File: config.mk
export PLATFORM = sky130hd
export DESIGN_NAME = xml_entity_decoder_core
export DESIGN_NICKNAME = d
export VERILOG_FILES = /design/src/hw/rtl/xed_pkg.sv /design/src/hw/rtl/xed_step.sv /design/src/hw/rtl/xed_out_buf.sv /design/src/hw/rtl/xml_entity_decoder_core.sv
export VERILOG_INCLUDE_DIRS = /design/src /design/src/hw/rtl
export SDC_FILE = /design/constraint.sdc
export NUM_CORES = 1
export LEC_CHECK = 0
export BUFFER_PORTS_ARGS = -buffer_cell sky130_fd_sc_hd__buf_2
export CAP_MARGIN = 10
export CORE_MARGIN = 3
export CORE_UTILIZATION = 38
export DETAILED_ROUTE_END_ITERATION = 7
export HOLD_SLACK_MARGIN = 0.12
export PLACE_DENSITY_LB_ADDON = 0.3
export SYNTH_ARGS = -nofsm -noshare
export SYNTH_HDL_FRONTEND = slang
export SYNTH_SLANG_ARGS = --single-unit
File: constraint.sdc
create_clock -name clk -period 19.8 [get_ports clk]
set_clock_uncertainty 0.2 [all_clocks]
set_input_delay 1.98 -clock clk [delete_from_list [all_inputs] [get_ports clk]]
set_output_delay 1.98 -clock clk [all_outputs]
set_load 0.01 [all_outputs]
File: src/hw/rtl/xml_entity_decoder_core_assert.svh
// Assertion macros shared by the XML entity decoder RTL.
// No dependencies; included by the modules that carry checks.
`ifndef XML_ENTITY_DECODER_CORE_ASSERT_SVH
`define XML_ENTITY_DECODER_CORE_ASSERT_SVH

// Same-cycle implication, checked outside reset.
`define XED_ASSERT_IMPL(lbl, ck, rn, ante, cons, msg) \
    lbl: assert property (@(posedge ck) disable iff (!rn) (ante) |-> (cons)) else $error(msg);

// Next-cycle implication, checked outside reset.
`define XED_ASSERT_NEXT(lbl, ck, rn, ante, cons, msg) \
    lbl: assert property (@(posedge ck) disable iff (!rn) (ante) |=> (cons)) else $error(msg);

`endif

File: src/hw/rtl/xed_pkg.sv
// Package for the XML entity decoder: widths, character codes, entity tables
// and the structs passed between the decoder modules. No dependencies.
package xed_pkg;

    localparam int RUN_COUNT_BITS = 16;
    localparam int LEN_BITS       = 16;
    localparam int CMP_BITS       = ((RUN_COUNT_BITS > LEN_BITS) ? RUN_COUNT_BITS : LEN_BITS) + 1;
    localparam int HOLD_DEPTH     = 4;
    localparam int MAX_RESULTS    = 5;
    localparam int ENT_COUNT      = 3;
    localparam int ENT_MAX_LEN    = 5;

    typedef logic [7:0]                octet_t;
    typedef logic [RUN_COUNT_BITS-1:0] count_t;
    typedef logic [2:0]                num_t;

    localparam octet_t CH_AMP   = 8'h26;
    localparam octet_t CH_LT    = 8'h3C;
    localparam octet_t CH_GT    = 8'h3E;
    localparam octet_t CH_NL    = 8'h0A;
    localparam octet_t CH_SEMI  = 8'h3B;
    localparam octet_t TAG_RESET = CH_LT;

    // Spellings of the three entities, padded with zero.
    localparam octet_t ENT_TEXT [ENT_COUNT][ENT_MAX_LEN] = '{
        '{CH_AMP, 8'h6C, 8'h74, CH_SEMI, 8'h00},
        '{CH_AMP, 8'h67, 8'h74, CH_SEMI, 8'h00},
        '{CH_AMP, 8'h61, 8'h6D, 8'h70,   CH_SEMI}
    };
    localparam num_t   ENT_LEN  [ENT_COUNT] = '{3'd4, 3'd4, 3'd5};
    localparam octet_t ENT_CHAR [ENT_COUNT] = '{CH_LT, CH_GT, CH_AMP};

    typedef struct packed {
        octet_t              text_byte;
        logic [LEN_BITS-1:0] run_length;
        logic                last_byte;
    } item_t;

    typedef struct packed {
        octet_t data;
        logic   valid;
    } res_t;

    // All the results caused by one input item.
    typedef struct packed {
        res_t [MAX_RESULTS-1:0] res;
        num_t                   num;
        logic                   run_end;
    } bundle_t;

endpackage

File: src/hw/rtl/xed_step.sv
// Decoder step: entity hold state, output count and the combinational decode
// of one registered input byte into a result bundle. Depends on xed_pkg.
module xed_step
    import xed_pkg::*;
(
    input  logic    clk,
    input  logic    rst_n,
    input  logic    advance,
    input  item_t   item,
    input  octet_t  tag_char,
    output bundle_t bundle
);

    octet_t [HOLD_DEPTH-1:0] held_reg, held_next;
    num_t                    hcount_reg, hcount_next;
    count_t                  emitted_reg, emitted_next;

    logic                    is_tag, run_stop, done, partial, flush, fresh;
    logic                    nl_keep, fresh_amp, fresh_emit, mid_emit;
    octet_t                  done_char, mid_byte;
    num_t                    c1, c3, total, k_idx;
    num_t                    hc_new;
    octet_t [HOLD_DEPTH-1:0] held_new;
    logic [RUN_COUNT_BITS:0] sum1, sum2;
    count_t                  cnt_mid, cnt_end;
    logic                    ok;

    always_comb
    begin
        is_tag   = (item.text_byte == tag_char);
        run_stop = is_tag || item.last_byte;

        // Match the held prefix plus this byte against every entity.
        done      = 1'b0;
        partial   = 1'b0;
        done_char = '0;
        for (int k = 0; k < ENT_COUNT; k++)
        begin
            ok = (hcount_reg < ENT_LEN[k]);
            for (int j = 0; j < HOLD_DEPTH; j++)
            begin
                if ((num_t'(j) < hcount_reg) && (held_reg[j] != ENT_TEXT[k][j]))
                begin
                    ok = 1'b0;
                end
            end
            if (ok && (item.text_byte == ENT_TEXT[k][hcount_reg]))
            begin
                if (hcount_reg + 3'd1 == ENT_LEN[k])
                begin
                    done      = 1'b1;
                    done_char = ENT_CHAR[k];
                end
                else
                begin
                    partial = 1'b1;
                end
            end
        end

        if (is_tag)
        begin
            flush = (hcount_reg != '0);
        end
        else
        begin
            flush = (hcount_reg != '0) && !done && !partial;
        end
        c1 = flush ? hcount_reg : '0;

        sum1    = {1'b0, emitted_reg} + (RUN_COUNT_BITS + 1)'(c1);
        cnt_mid = sum1[RUN_COUNT_BITS] ? '1 : sum1[RUN_COUNT_BITS-1:0];

        fresh      = !is_tag && ((hcount_reg == '0) || flush);
        nl_keep    = (cnt_mid != '0) &&
                     ((CMP_BITS'(cnt_mid) + CMP_BITS'(1)) < CMP_BITS'(item.run_length));
        fresh_amp  = fresh && (item.text_byte == CH_AMP);
        fresh_emit = fresh && (item.text_byte != CH_AMP) &&
                     ((item.text_byte != CH_NL) || nl_keep);
        mid_emit   = (!is_tag && done) || fresh_emit;
        mid_byte   = done ? done_char : item.text_byte;

        held_new = held_reg;
        hc_new   = '0;
        if (!is_tag && !done)
        begin
            if (partial)
            begin
                held_new[hcount_reg[1:0]] = item.text_byte;
                hc_new                    = hcount_reg + 3'd1;
            end
            else if (fresh_amp)
            begin
                held_new[0] = CH_AMP;
                hc_new      = 3'd1;
            end
        end

        // At the end of a run the bytes still held go out unchanged.
        c3    = run_stop ? hc_new : '0;
        total = c1 + num_t'(mid_emit) + c3;

        for (int i = 0; i < MAX_RESULTS; i++)
        begin
            k_idx = num_t'(i) - c1 - num_t'(mid_emit);
            if (num_t'(i) < c1)
            begin
                bundle.res[i] = '{data: held_reg[i % HOLD_DEPTH], valid: 1'b1};
            end
            else if ((num_t'(i) == c1) && mid_emit)
            begin
                bundle.res[i] = '{data: mid_byte, valid: 1'b1};
            end
            else
            begin
                bundle.res[i] = '{data: held_new[k_idx[1:0]], valid: 1'b1};
            end
        end

        bundle.run_end = run_stop;
        bundle.num     = total;
        if (run_stop && (total == '0))
        begin
            // Empty end marker.
            bundle.res[0] = '{data: '0, valid: 1'b0};
            bundle.num    = 3'd1;
        end

        sum2    = {1'b0, cnt_mid} + (RUN_COUNT_BITS + 1)'(mid_emit);
        cnt_end = sum2[RUN_COUNT_BITS] ? '1 : sum2[RUN_COUNT_BITS-1:0];

        held_next    = held_reg;
        hcount_next  = hcount_reg;
        emitted_next = emitted_reg;
        if (advance)
        begin
            held_next    = held_new;
            hcount_next  = run_stop ? '0 : hc_new;
            emitted_next = run_stop ? '0 : cnt_end;
        end
    end

    always_ff @(posedge clk or negedge rst_n)
    begin
        if (!rst_n)
        begin
            held_reg    <= '0;
            hcount_reg  <= '0;
            emitted_reg <= '0;
        end
        else
        begin
            held_reg    <= held_next;
            hcount_reg  <= hcount_next;
            emitted_reg <= emitted_next;
        end
    end

endmodule

File: src/hw/rtl/xed_out_buf.sv
// Result register of the decoder: holds one bundle and hands its results out
// one beat at a time. Depends on xed_pkg and the assertion macro header.
`include "xml_entity_decoder_core_assert.svh"

module xed_out_buf
    import xed_pkg::*;
(
    input  logic    clk,
    input  logic    rst_n,
    input  logic    load,
    input  bundle_t bundle,
    output logic    free,
    output logic    out_valid,
    input  logic    out_stall,
    output octet_t  out_byte,
    output logic    byte_valid,
    output logic    run_end
);

    bundle_t bundle_reg, bundle_next;
    logic    vld_reg, vld_next;
    num_t    idx_reg, idx_next;
    logic    last_idx, drain_done;
    res_t    cur;

    always_comb
    begin
        last_idx   = (idx_reg == bundle_reg.num - 3'd1);
        drain_done = vld_reg && !out_stall && last_idx;
        free       = !vld_reg || drain_done;

        bundle_next = bundle_reg;
        vld_next    = vld_reg;
        idx_next    = idx_reg;
        if (load)
        begin
            bundle_next = bundle;
            vld_next    = 1'b1;
            idx_next    = '0;
        end
        else if (drain_done)
        begin
            vld_next = 1'b0;
        end
        else if (vld_reg && !out_stall)
        begin
            idx_next = idx_reg + 3'd1;
        end
    end

    always_comb
    begin
        cur        = bundle_reg.res[idx_reg];
        out_valid  = vld_reg;
        out_byte   = cur.data;
        byte_valid = cur.valid;
        run_end    = bundle_reg.run_end && last_idx;
    end

    always_ff @(posedge clk or negedge rst_n)
    begin
        if (!rst_n)
        begin
            vld_reg <= 1'b0;
            idx_reg <= '0;
        end
        else
        begin
            vld_reg <= vld_next;
            idx_reg <= idx_next;
        end
    end

    always_ff @(posedge clk)
    begin
        bundle_reg <= bundle_next;
    end

    `XED_ASSERT_IMPL(a_idx_in_range, clk, rst_n, vld_reg,
        (bundle_reg.num != '0) && (idx_reg < bundle_reg.num),
        "result index outside the held bundle")
    `XED_ASSERT_IMPL(a_end_on_last, clk, rst_n, vld_reg && run_end, last_idx,
        "run end flagged before the last result")
    `XED_ASSERT_IMPL(a_marker_form, clk, rst_n, vld_reg && !byte_valid,
        run_end && (out_byte == '0), "empty result that is not a clean end marker")
    `XED_ASSERT_NEXT(a_hold_on_stall, clk, rst_n, vld_reg && out_stall && !load,
        vld_reg && $stable(idx_reg), "result sequence moved while stalled")

endmodule

File: src/hw/rtl/xml_entity_decoder_core.sv
// Top level of the XML entity decoder: delimiter register, input register,
// decode step and result register. Depends on xed_pkg, xed_step, xed_out_buf.
//
// The core takes the raw bytes of a text run, one beat per byte, and returns
// the decoded text one byte per output beat. The entities &lt;, &gt; and &amp;
// become <, > and &; every other byte passes through. Up to four bytes of a
// possible entity are held back and come out unchanged if the match fails.
// A newline is dropped when it would be the first byte out of the run or when
// the output count has reached run_length minus one. A byte equal to the
// delimiter register (reset value '<') ends the run and is not returned; a
// byte flagged last_byte also ends it and is decoded normally. The final beat
// of a run carries run_end; if the run produced nothing it is an empty marker
// with byte_valid low and out_byte zero. Each input byte goes through an input
// register, combinational decode logic and a five-entry result register. The
// core takes one byte per cycle as long as each byte gives at most one result
// and out_stall stays low; a byte that gives k results (a flush of held bytes
// at a failed match or at the end of a run) keeps the result register busy
// until all k are out, and the input stalls meanwhile. A byte that gives no
// result (held, or a dropped newline) still passes through the input register.
// The delimiter register is written through cfg_wr_en and cfg_wr_data
// and should only be changed while no beat is in flight.
module xml_entity_decoder_core
    import xed_pkg::*;
(
    input  logic                clk,
    input  logic                rst_n,
    input  logic                cfg_wr_en,
    input  octet_t              cfg_wr_data,
    input  logic                in_valid,
    output logic                in_stall,
    input  octet_t              text_byte,
    input  logic [LEN_BITS-1:0] run_length,
    input  logic                last_byte,
    output logic                out_valid,
    input  logic                out_stall,
    output octet_t              out_byte,
    output logic                byte_valid,
    output logic                run_end
);

    octet_t  tag_reg, tag_next;
    logic    in_vld_reg, in_vld_next;
    item_t   item_reg, item_next;
    logic    buf_free, advance, load, accept;
    bundle_t bundle;

    // The registered byte moves into the decode step whenever the result
    // register can take its bundle this cycle.
    always_comb
    begin
        advance  = in_vld_reg && buf_free;
        load     = advance && (bundle.num != '0);
        in_stall = in_vld_reg && !buf_free;
        accept   = in_valid && !in_stall;

        tag_next = cfg_wr_en ? cfg_wr_data : tag_reg;

        item_next   = item_reg;
        in_vld_next = in_vld_reg;
        if (accept)
        begin
            item_next   = '{text_byte: text_byte, run_length: run_length, last_byte: last_byte};
            in_vld_next = 1'b1;
        end
        else if (advance)
        begin
            in_vld_next = 1'b0;
        end
    end

    always_ff @(posedge clk or negedge rst_n)
    begin
        if (!rst_n)
        begin
            tag_reg    <= TAG_RESET;
            in_vld_reg <= 1'b0;
        end
        else
        begin
            tag_reg    <= tag_next;
            in_vld_reg <= in_vld_next;
        end
    end

    always_ff @(posedge clk)
    begin
        item_reg <= item_next;
    end

    xed_step u_step (
        .clk      (clk),
        .rst_n    (rst_n),
        .advance  (advance),
        .item     (item_reg),
        .tag_char (tag_reg),
        .bundle   (bundle)
    );

    xed_out_buf u_out_buf (
        .clk        (clk),
        .rst_n      (rst_n),
        .load       (load),
        .bundle     (bundle),
        .free       (buf_free),
        .out_valid  (out_valid),
        .out_stall  (out_stall),
        .out_byte   (out_byte),
        .byte_valid (byte_valid),
        .run_end    (run_end)
    );

endmodule
## Word-level counts from Yosys, hierarchy flattened

Memory sizes are Yosys's and may differ from the RTL's.
Cells that the tools add are included.

- Add/subtract/negate cells: 18
- $lt $le $gt $ge: 21
- Eq/ne operators: 23
- Multiplexer cells: 83
- Bitwise logic cells: 1
- Reduce and logical (&&, ||, !) cells: 56

Operator list:

| operator | count |
|---|---|
| 8-bit 2-to-1 mux | 20 |
| 9-bit 2-to-1 mux | 11 |
| 8-bit binary-select mux with 2-bit select | 5 |
| 16-bit 2-to-1 mux | 3 |
| 8-bit by 7-bit != test with 1-bit output, second input constant | 6 |
| 1-bit logical AND | 34 |
| 32-bit bitwise mux | 1 |
| 8-bit equality test | 4 |
| 32-bit 2-to-1 mux | 1 |
| 1-bit 2-to-1 mux | 29 |
| 9-bit binary-select mux with 3-bit select | 1 |
| 3-bit 2-to-1 mux | 9 |
| 24-bit 2-to-1 mux | 1 |
| 8-bit by 6-bit != test with 1-bit output, second input constant | 3 |
| 2-bit by 3-bit less-than comparator with 1-bit output, second input constant | 6 |
| 16-bit by 1-bit adder with 17-bit output | 1 |
| 16-bit by 1-bit adder with 17-bit output, second input constant | 1 |
| 16-bit by 3-bit adder with 17-bit output | 1 |
| 17-bit by 16-bit less-than comparator with 1-bit output | 1 |
| 8-bit demux with 2-bit select | 1 |
| 16-bit nonzero test | 1 |
| 1-bit by 3-bit less-than comparator with 1-bit output, first input constant | 4 |
| 2-bit by 3-bit less-than comparator with 1-bit output, first input constant | 4 |
| 2-bit by 1-bit subtractor with 2-bit output | 5 |
| other kinds (27) | 49 |

- Bits in registers: 138
- Bits in read-only memories: 192
- Output and inout port bits: 12
- Logic and storage cells: 230
- Memories kept: 3

Memory list:

| name | words | width | read ports | clocked after memory_dff | wr ports | line | RTL |
|---|---|---|---|---|---|---|---|
| (no name shown) | 8 | 8 | 1 | 0 | 0 | xed_step.sv:47 | `if (ok && (item.text_byte == ENT_TEXT[k][hcount_reg]))` |
| (no name shown) | 8 | 8 | 1 | 0 | 0 | xed_step.sv:47 |  |
| (no name shown) | 8 | 8 | 1 | 0 | 0 | xed_step.sv:47 |  |

## Longest topological paths before layout

- Depth in word-level cells: 34
- Gate-level depth with buffers: 45

## Cells and area by module

From an unflattened synthesis, not the netlist that was laid out.

- Cell total of the unflattened synthesis: 1,108
- Area total of the unflattened synthesis: 10,293.6 um^2

Modules (own cells, without submodules):

| module | instances | cells each | area each (um^2) | sequential area each (um^2) |
|---|---|---|---|---|
| xed_step | 1 | 938 | 7,016.7 | 1,276.2 |
| xed_out_buf | 1 | 121 | 2,127.0 | 1,571.5 |
| xml_entity_decoder_core | 1 | 49 | 1,149.9 | 980.9 |

## Least setup slack after synthesis

OpenSTA, ideal clock, no wires.

- Kind: flip-flop to flip-flop
- Start: reg u_step.hcount_reg[1]
- End: reg u_out_buf.bundle_reg[0] (netlist name), enable pin
- Setup time: 0.480 ns
- Arrival: 10.289 ns
- Slack: 8.831 ns
- Stages on the path, launching flop included: 36
- Path buffers: 5
- Cells stage by stage: dfrtp_1 -> buf_2 -> inv_1 -> ha_1 -> nor2_1 -> xnor2_1 -> nand4_1 -> a211oi_4 -> o21ai_2 -> and3_1 -> buf_2 -> inv_1 -> fa_1 -> and2b_1 -> nor2_1 -> a211oi_1 -> nor2_1 -> clkbuf_1 -> nor4bb_1 -> and3b_1 -> nand2_1 -> xor2_1 -> ha_1 -> or4_1 -> o21ai_0 -> o41ai_1 -> a211o_1 -> a211oi_2 -> or2_1 -> buf_6 -> inv_6 -> buf_6 -> fa_1 -> fa_1 -> xor2_1 -> a31oi_1

- Longest elaborated chain between the ends: 32

Ends and longest elaborated chain:

| element | line | RTL |
|---|---|---|
| from (decl) | xed_step.sv:15 | `num_t hcount_reg, hcount_next;` |
| from (signal assigned) | xed_step.sv:154 | `hcount_reg <= hcount_next;` |
| branches (longest 26 deep; another with memory 8 x 8 bit) | - |  |
| 3-bit adder * | xed_step.sv:101 | `total = c1 + num_t'(mid_emit) + c3;` |
| 3-bit logical NOT | xed_step.sv:122 | `if (run_stop && (total == '0))` |
| 1-bit logical AND | xed_step.sv:122 |  |
| 3-bit 2-to-1 mux * | xed_step.sv:122 |  |
| 3-bit nonzero test * | xml_entity_decoder_core.sv:52 | `load = advance && (bundle.num != '0);` |
| 1-bit logical AND * | xml_entity_decoder_core.sv:52 |  |
| named net load | xml_entity_decoder_core.sv:44 | `logic buf_free, advance, load, accept;` |
| to (signal assigned) | xed_out_buf.sv:76 | `bundle_reg <= bundle_next;` |
| to (decl) | xed_out_buf.sv:20 | `bundle_t bundle_reg, bundle_next;` |

Mark *: on every way through the listed nets, which the timed path passes. The select of a mux whose other input is x is not followed.
A chain may end at the register's enable or synchronous reset.

## Worst setup path in the final report

- Start: reg u_step.hcount_reg[2]
- End: reg u_out_buf.bundle_reg[5] (netlist name), data pin

- Longest elaborated chain between the ends: 30

Ends and longest elaborated chain:

| element |
|---|
| branches (longest 30 deep; another with memory 8 x 8 bit) |

Parallel ways; which one is timed is not known. The select of a mux whose other input is x is not followed.

==> run_results.csv <==
group,metric,value,unit
clock_tree,clock_latency,0.44,ns
route,highest_layer,"met4",
route,wl_met1,14500,um
job,maxCapViolations,0,
route,drt_iter0_markers,975,
floorplan,core,0.0264,sq mm
route,met2_length,15000,um
cells_and_area,nFillCells,2598,
sta,tightest_slew,1.09,ns
synth,ys_types,103,
outcome,status,"finished clean",
sta,slew_headroom,0.273,
clock_tree,cts_buffers,17,
global_route,grt_pass1_vias,8747,
synth,synth_most_common_cell,"nand2_1",
global_route,grt_pass1_wl,51500,um
global_route,antenna_found_initial,0,
worst_setup_path,slowest_stage,"dfrtp_1",
route,dr.pass1.iters,5,
pwr,pwr-share-seq,0.334,
route,vias,9086,
worst_hold_path,hold_path.class,"reg2reg",
placed_design,gp_congestion,0.976,
cells_and_area,area_delta_synth_final,9.66,%
synth,ys_async_sr_fraction,0.478,
cells_and_area,antenna_cells,0,
sta,setup_viol,0,
sta,max_freq,83.1,MHz
worst_setup_path,worstPathArrival,12.03,ns
worst_setup_path,critPathKind,"reg2reg",
route,viasPerCell,6.16,
worst_setup_path,crit_fanout,18,
pwr,clkPwrFrac,0.249,
floorplan,num_rows,59,
route,routed_wl,33200,um
worst_setup_path,endpoint_kind,"register",
sta,period_needed,12.03,ns
clock_tree,cts_hold_buf,0,
pwr,p_sw_frac,0.432,
route,met3_length,2580,um
pwr,internal-power,0.000745,W
synth,yosysWarningCount,0,
route,drc,0,
cells_and_area,multiInputGateArea,0.00614,sq mm
synth,synth_top_area_cell,"edfxtp_1",
sta,fin_crit_sh,0.607,
cells_and_area,largest_reg_flops,45,
synth,syn-cell-area,0.0104,sq mm
pwr,ir_drop,61.2,uV
floorplan,io_pins,50,
placed_design,post_dp_cell_area,0.0108,sq mm
pwr,p_per_area,115,mW/mm^2
sta,report.final.slew_viol_count,0,
worst_setup_path,cp.required,19.80,ns
clock_tree,cts_max_path_buffers,2,
synth,avgSynthCellArea,9.33,sq um
placed_design,dp.cells,1443,
pwr,leakage,4.65,nW
cells_and_area,fin_util,0.431,
cells_and_area,fin_nets,1204,
route,wl_per_cell,22.5,um
synth,ys_top_cells_by_area,"edfxtp_1 20%, dfrtp_1 14%, mux2i_1 5.1%, ha_1 4.3%, nand2_1 4.0%",
synth,yosysTopAreaCellShare,0.202,
global_route,grt_overflow,0,
sta,fin_tns_setup,0,ns
cells_and_area,finalNonFillerCells,1475,
sta,grt_setup_unrepaired,"no",
floorplan,initial_core_util,0.393,
floorplan,die_w,171,um
synth,synth-seq-cells,134,
synth,ys_seq_area_frac,0.357,
synth,synthCells,1113,
placed_design,io_buffer_count,49,
worst_setup_path,startpoint_type,"register",
worst_setup_path,crit_path_max_incr_delay,0.72,ns
sta,hold_viol,0,
synth,synth_flop_cell,"edfxtp_1",
clock_tree,cts_root_buf,"clkbuf_16",
cells_and_area,regArea,0.00371,sq mm
route,ant_nets,0,
floorplan,die_h,171,um
placed_design,dp.final_hpwl,24300,um
pwr,switchingPower,0.000566,W
synth,synth.top_cells.by_count,"110 x nand2_1, 97 x nor2_1, 75 x o21ai_0",
clock_tree,postCtsSetupBuffers,0,
clock_tree,clk_pin_slew,0.06,ns
clock_tree,ctsResizeCount,0,
pwr,pwr-share-comb,0.417,
global_route,grt_usage,0.229,
clock_tree,cts_tree,"done",
clock_tree,clock_sinks,134,
floorplan,dieArea,0.0293,sq mm
synth,syn_nets,1190,
global_route,grt_max_degree,65,
cells_and_area,fin_area,0.0114,sq mm
cells_and_area,drive_above_1_share,0.149,
synth,synth_edf_count,70,
clock_tree,htreeDepth,4,
==> metrics by stage <==
| stage | hold slack, ns | total power, W | worst slack, ns |
|---|---|---|---|
| floorplan | 0.256 | 0.000816 | 8.83 |
| global placement | 0.290 | 0.000977 | 8.44 |
| detailed placement | 0.311 | 0.000979 | 8.22 |
| CTS | 0.325 | 0.00131 | 8.14 |
| global route | 0.362 | 0.00139 | 6.91 |
| finish | 0.315 | 0.00131 | 7.77 |
==> final timing paths <==
path / startpoint / slack, ns / endpoint / cells past startpoint
max: u_step.hcount_reg[2] / 7.77 / u_out_buf.bundle_reg[5] / 34
min: u_step.emitted_reg[0] / 0.31 / u_step.emitted_reg[0] / 2
max reg2reg: u_step.hcount_reg[2] / 7.77 / u_out_buf.bundle_reg[5] / 34
min reg2reg: u_step.emitted_reg[0] / 0.31 / u_step.emitted_reg[0] / 2
max in group asynchronous: rst_n / 17.19 / u_step.hcount_reg[2] / 2
min in group asynchronous: rst_n / 1.55 / tag_reg[7] / 2
==> cell usage in the layout (no fill, tap or decap), drive strengths merged, types with 17 or more instances in the layout <==
master,n
buf,58
ha,36
clkbuf,17
xor2,30
nor4,17
a21oi,43
nand2,111
mux2i,53
dfrtp,60
nor2,99
o21ai,84
mux2,27
a221oi,19
xnor2,24
edfxtp,70
inv,63
nor3,18
and3,21
nand3,23
==> area by class of cell <==
| type | instances | area share |
|---|---|---|
| Multi-Input combinational cell | 860 | 0.539 |
| Sequential cell | 134 | 0.326 |
| Clock buffer | 17 | 0.0374 |
| Tap cell | 335 | 0.0368 |
| Timing Repair Buffer | 58 | 0.0275 |
| Inverter | 56 | 0.0189 |
| Clock inverter | 15 | 0.0146 |
==> per-layer routing <==
layer  track usage  vias to the layer above
met4        0.0875                        0
met1         0.312                     4360
met5             0                        -
met2         0.359                      444
li1              -                     4197
met3        0.0473                       85
==> logic make-up (layout without fill, tap and decap cells) <==
group,count (synthesis),in the layout,share of synthesized area
flops,134,134,0.357
fa+ha+maj,39,39,0.0492
compound gates,301,301,0.209
xor+xnor,54,54,0.0474
buf+inv,119,146,0.0530
mux,86,86,0.0934
simple gates,380,380,0.191
==> critical path, delay by kind of cell, from the launching register on <==
| family | cells | cell delay [ns] |
|---|---|---|
| fa+ha+maj | 4 | 1.42 |
| buf+inv | 3 | 0.95 |
| simple gates | 14 | 4.69 |
| xor+xnor | 2 | 0.33 |
| flops | 1 | 0.72 |
| compound gates | 11 | 3.49 |
==> power by group through the flow <==
stage	combinational, W	sequential (W)	clock (W)
3_3_place_gp	0.000537	0.000440	0
4_1_cts	0.000539	0.000436	0.000330
6_report	0.000547	0.000438	0.000326
3_5_place_dp	0.000537	0.000442	0
2_1_floorplan	0.000422	0.000394	0
5_1_grt	0.000602	0.000443	0.000344
No activity file was read; power rests on OpenSTA's default activity.
